**config.mk**
```make
export PLATFORM = sky130hd
export DESIGN_NAME = wtss_div
export DESIGN_NICKNAME = d
export VERILOG_FILES = /design/src/rtl/core/wtss_pkg.sv /design/src/rtl/core/wtss_div.sv
export SDC_FILE = /design/constraint.sdc
export NUM_CORES = 1
export LEC_CHECK = 0
export BUFFER_PORTS_ARGS = -buffer_cell sky130_fd_sc_hd__buf_2
export CORE_MARGIN = 1.5
export CORE_UTILIZATION = 59
export DETAILED_ROUTE_END_ITERATION = 8
export PLACE_DENSITY = 0.86
export SLEW_MARGIN = 20
export SYNTH_ARGS = -nofsm -noshare
export SYNTH_HDL_FRONTEND = slang
export SYNTH_SLANG_ARGS = --single-unit
```
**constraint.sdc**
```tcl
create_clock -name clk -period 7.9 [get_ports clk]
set_input_delay 1.185 -clock clk [delete_from_list [all_inputs] [get_ports clk]]
set_output_delay 1.185 -clock clk [all_outputs]
set_load 0.03 [all_outputs]
```
**src/rtl/core/wtss_pkg.sv**
```systemverilog
`timescale 1ns / 1ps
// ----------------------------------------------------------------------------
// Windowed trapezoid statistics package
// Shared sizes, command and register codes, sequencer states and the status
// bundle of the long divider.
// ----------------------------------------------------------------------------
package wtss_pkg;

  // Sample store depth and derived widths.
  localparam int MAX_SAMPLES = 1024;
  localparam int ADDR_W      = $clog2(MAX_SAMPLES);
  localparam int CNT_W       = ADDR_W + 1;
  // Linear sums: each term is below 2^64, summed over at most MAX_SAMPLES terms.
  localparam int LIN_W       = 65 + ADDR_W;
  // Square sums: each term is below 2^96.
  localparam int SQ_W        = 97 + ADDR_W;
  // Operand width of the shared multiplier.
  localparam int MUL_W       = 33;

  typedef enum logic [1:0] {
    CMD_APPEND  = 2'd0,
    CMD_COMPUTE = 2'd1,
    CMD_CLEAR   = 2'd2
  } cmd_t;

  typedef enum logic [1:0] {
    CFG_WINDOW_START = 2'd0,
    CFG_WINDOW_END   = 2'd1,
    CFG_WHOLE_SIGNAL = 2'd2
  } cfg_idx_t;

  typedef enum logic [1:0] {
    DSEL_MEAN,
    DSEL_SQ,
    DSEL_DSQ,
    DSEL_DAB
  } div_sel_t;

  typedef enum logic [4:0] {
    ST_IDLE,
    ST_SCAN,
    ST_RDLO,
    ST_RDHI,
    ST_CHECK,
    ST_FETCH,
    ST_LOAD,
    ST_MUL_DTM,
    ST_MUL_MM,
    ST_MUL_LO,
    ST_MUL_HI,
    ST_ACC,
    ST_DIV_GO,
    ST_DIV,
    ST_SQRT,
    ST_SQRT_WR,
    ST_FIN
  } state_t;

  typedef struct packed {
    logic busy;
    logic done;
  } div_stat_t;

endpackage

```
**src/rtl/core/wtss_div.sv**
```systemverilog
`timescale 1ns / 1ps
// ----------------------------------------------------------------------------
// Long divider
// Restoring divider, one quotient bit per cycle, wide numerator by a 32-bit
// divisor. The quotient is valid in the cycle that done is high.
// ----------------------------------------------------------------------------
module wtss_div (
  input  logic                      clk,
  input  logic                      rst_n,
  input  logic                      start,
  input  logic [wtss_pkg::SQ_W-1:0] num,
  input  logic [31:0]               den,
  output wtss_pkg::div_stat_t       stat,
  output logic [wtss_pkg::SQ_W-1:0] quo
);

  localparam int NW = wtss_pkg::SQ_W;
  localparam int CW = $clog2(NW + 1);

  logic          busy_r;
  logic          done_r;
  logic [CW-1:0] cnt_r;
  logic [31:0]   rem_r;
  logic [NW-1:0] nsh_r;
  logic [NW-1:0] quo_r;
  logic [32:0]   rem_sh;
  logic [32:0]   rem_sub;
  logic          ge;

  // One restoring step: bring down the next bit and try the subtraction.
  always_comb begin
    rem_sh  = {rem_r, nsh_r[NW-1]};
    ge      = (rem_sh >= {1'b0, den});
    rem_sub = ge ? (rem_sh - {1'b0, den}) : rem_sh;
  end

  // Control: busy while bits remain, done pulses after the last bit.
  always_ff @(posedge clk) begin
    if (!rst_n) begin
      busy_r <= 1'b0;
      done_r <= 1'b0;
      cnt_r  <= '0;
    end else begin
      done_r <= 1'b0;
      if (start) begin
        busy_r <= 1'b1;
        cnt_r  <= CW'(NW);
      end else if (busy_r) begin
        cnt_r <= cnt_r - CW'(1);
        if (cnt_r == CW'(1)) begin
          busy_r <= 1'b0;
          done_r <= 1'b1;
        end
      end
    end
  end

  // Datapath: remainder, numerator shifter and quotient.
  always_ff @(posedge clk) begin
    if (start) begin
      rem_r <= '0;
      nsh_r <= num;
    end else if (busy_r) begin
      rem_r <= rem_sub[31:0];
      nsh_r <= {nsh_r[NW-2:0], 1'b0};
      quo_r <= {quo_r[NW-2:0], ge};
    end
  end

  assign stat.busy = busy_r;
  assign stat.done = done_r;
  assign quo       = quo_r;

endmodule

```
==> results.sh <==
export IMPL_status="finished, final reports clean"
export IMPL_layout_commonest_cell="buf_2"
export IMPL_startpoint_type="primary input"
export IMPL_grt_pass1_wl_mm=37.1
export IMPL_required_ns=8.28
export IMPL_slew_violations=0
export IMPL_period_needed_ns=3.56
export IMPL_cts_root_buffer="clkbuf_16"
export IMPL_start_util_pct=60.7
export IMPL_cts_repair_resize_count=0
export IMPL_clk_path_buf_depth=3
export IMPL_fp_dieW_um=142
export IMPL_peakVddDrop_mv=0.173
export IMPL_power_mw=3.29
export IMPL_worstSetupPathType="in2reg"
export IMPL_hold_class="reg2reg"
export IMPL_clkTransAtPathRegs_ns=0.06
export IMPL_setup_viol=0
export IMPL_numPortBuffers=250
export IMPL_crit_path_end_kind="flop"
export IMPL_cts_tree="built"
export IMPL_power_leakage_nw=5.38
export IMPL_syn_inst=821
export IMPL_ys_ff_latch=255
export IMPL_htreeDepth=1
export IMPL_num_vias=7513
export IMPL_finalHoldViolCount=0
export IMPL_tightest_slew_ns=0.941
export IMPL_layoutNonFillerInstCount=1351
export IMPL_ys_flop_type="edfxtp_1"
export IMPL_cts_hold_fix_buffers=0
export IMPL_wl_mm=24.3
export IMPL_cts_sinks=255
export IMPL_cap_violations=0
export IMPL_grt_pass1_vias=7217
export IMPL_avgSynthCellArea_um2=13.9
export IMPL_insertion_delay_ns=0.53
export IMPL_numCtsBuffers=27
export IMPL_finalCritPeriodShare_pct=45.1
export IMPL_syn_area_um2=11400
export IMPL_overflow=0
export IMPL_dp_hpwl_mm=16.3
export IMPL_rsz0062_at_grt="no"
export IMPL_final_area_um2=13800
export IMPL_ios=251
export IMPL_wire_per_inst_um=18.0
export IMPL_antenna_found_initial=3
export IMPL_final_nets=1245
export IMPL_drt_initial_drc_count=481
export IMPL_yosys_warnings=0
export IMPL_grt_max_degree=93
export IMPL_std_cell_rows=50
export IMPL_synth_edf_count=214
export IMPL_postRouteAntennaNets=0
export IMPL_place_area_um2=12800
export IMPL_post_cts_buffers=0
export IMPL_slew_headroom_pct=37.3
export IMPL_drive_gt1_share_pct=39.0
export IMPL_fin_tns_setup_ns=0
export IMPL_fmax_mhz=281
export IMPL_chipHeight_um=142
export IMPL_ys_seq_area_share_pct=63.4
export IMPL_p_per_area_nw_per_um2=239
export IMPL_synthArstFlopShare_pct=0
export IMPL_core_um2=18800
export IMPL_dieArea_um2=20200
export IMPL_avgViaCountPerCell=5.56
export IMPL_drcViolationCount=0
export IMPL_nFillCells=1239
export IMPL_place_gp_congestion=0.924
export IMPL_crit_arrival_ns=3.95
export IMPL_detailedRoute_firstPassIterationCount=5
export IMPL_clock_skew_ns=0.00813
export IMPL_final_cell_mix="buf_2 (249), edfxtp_1 (214), mux2_2 (107)"
export IMPL_groute_usage_overall_pct=23.4
export IMPL_syn2layout_area_growth_pct=20.5
export IMPL_yosysUniqueCellTypes=69
export IMPL_placed_cells=1299
export IMPL_syn_num_nets=998
export IMPL_critical_path_peak_fanout=44
power breakdown:
part | total (mW) | internal, mW | switching [mW]
combinational | 0.412 | 0.181 | 0.231
sequential | 1.60 | 1.56 | 0.0370
clock | 1.28 | 0.760 | 0.517
total | 3.29 | 2.50 | 0.785
per-layer routing:
metal  up-vias  GRT usage (%)  routed length, µm
met2       263           39.7              11900
met1      3611           30.8              10300
met4         2           6.13                537
li1       3591              -                  -
met5         -              0                 13
met3        46           4.78               1580
cells by family after synthesis:
logic type / share of synthesized area [%]
and+or+nand+nor: 6.47
DFF: 63.4
buffers and inverters: 3.26
adders and majority gates: 3.90
AOI/OAI and AO/OA: 9.02
muxes: 11.6
xor gates and xnor gates: 2.30
final timing paths:
| path | depth (start not counted) | endpoint | slack, ns | from |
|---|---|---|---|---|
| hold reg to reg | 0 | quo[30]$_DFFE_PP_ | 0.44 | quo[29]$_DFFE_PP_ |
| setup reg to reg | 4 | quo[85]$_DFFE_PP_ | 4.64 | busy_r$_SDFF_PN0_ |
| hold / removal | 0 | quo[30]$_DFFE_PP_ | 0.44 | quo[29]$_DFFE_PP_ |
| setup / recovery | 13 | rem_r[17]$_SDFFE_PP0P_ | 4.34 | den[7] |
cell type report:
cell class                 instances  area (µm²)  share of cell area [%]
clock buffer                      33         728                    5.29
clock inverter                    17         188                    1.36
sequential                       255        7250                    52.6
multi-input combinational        485        3800                    27.6
timing repair buffer             256        1300                    9.46
inverter                          43         171                    1.24
antenna                            2        5.00                  0.0363
tap                              260         325                    2.36
stage by stage:
stage                     util (%)  hold slack (ns)  worst slack (ns)
after floorplan                  -            0.450              2.70
after global placement        68.2            0.425              3.90
after detailed placement      68.2            0.428              3.81
after CTS                     73.1            0.442              4.36
after global routing          73.1            0.448              4.16
final                         73.1            0.440              4.34
cells in the mapped netlist (5+ instances only):
cell type / number / area [µm²]
o2111ai_1: 5 / 43.8
nand3_1: 7 / 35.0
ha_1: 34 / 425
o21ai_0: 21 / 105
mux2i_1: 11 / 110
dfxtp_1: 41 / 821
clkbuf_1: 21 / 78.8
xnor2_1: 16 / 140
nor2b_1: 5 / 31.3
o211ai_1: 5 / 37.5
xor2_1: 14 / 123
a21oi_1: 39 / 195
edfxtp_1: 214 / 6430
nor2_1: 65 / 244
a31oi_1: 6 / 37.5
inv_1: 42 / 158
nand2b_1: 7 / 43.8
nand4_1: 5 / 31.3
a21o_1: 23 / 173
a211oi_1: 15 / 113
nand2_1: 31 / 116
buf_2: 6 / 30.0
mux2_2: 107 / 1200
sequential cells by signal, indices dropped and copies added (netlist names):
name and count:
busy_r 1, done_r 1, rem_r 32, cnt_r 7, nsh_r 107, quo 107
critical path, cell delays in order:
cell and delay (ns):
buf_2 0.11, inv_1 0.05, ha_1 0.35, and3_4 0.21, and3_1 0.21, nand4_1 0.10, nor3_1 0.06, a2111oi_1 0.45
o211a_1 0.22, buf_4 0.42, mux2_2 0.39, mux2i_1 0.13, nor2_1 0.05
(Power assumes the default switching activity.)
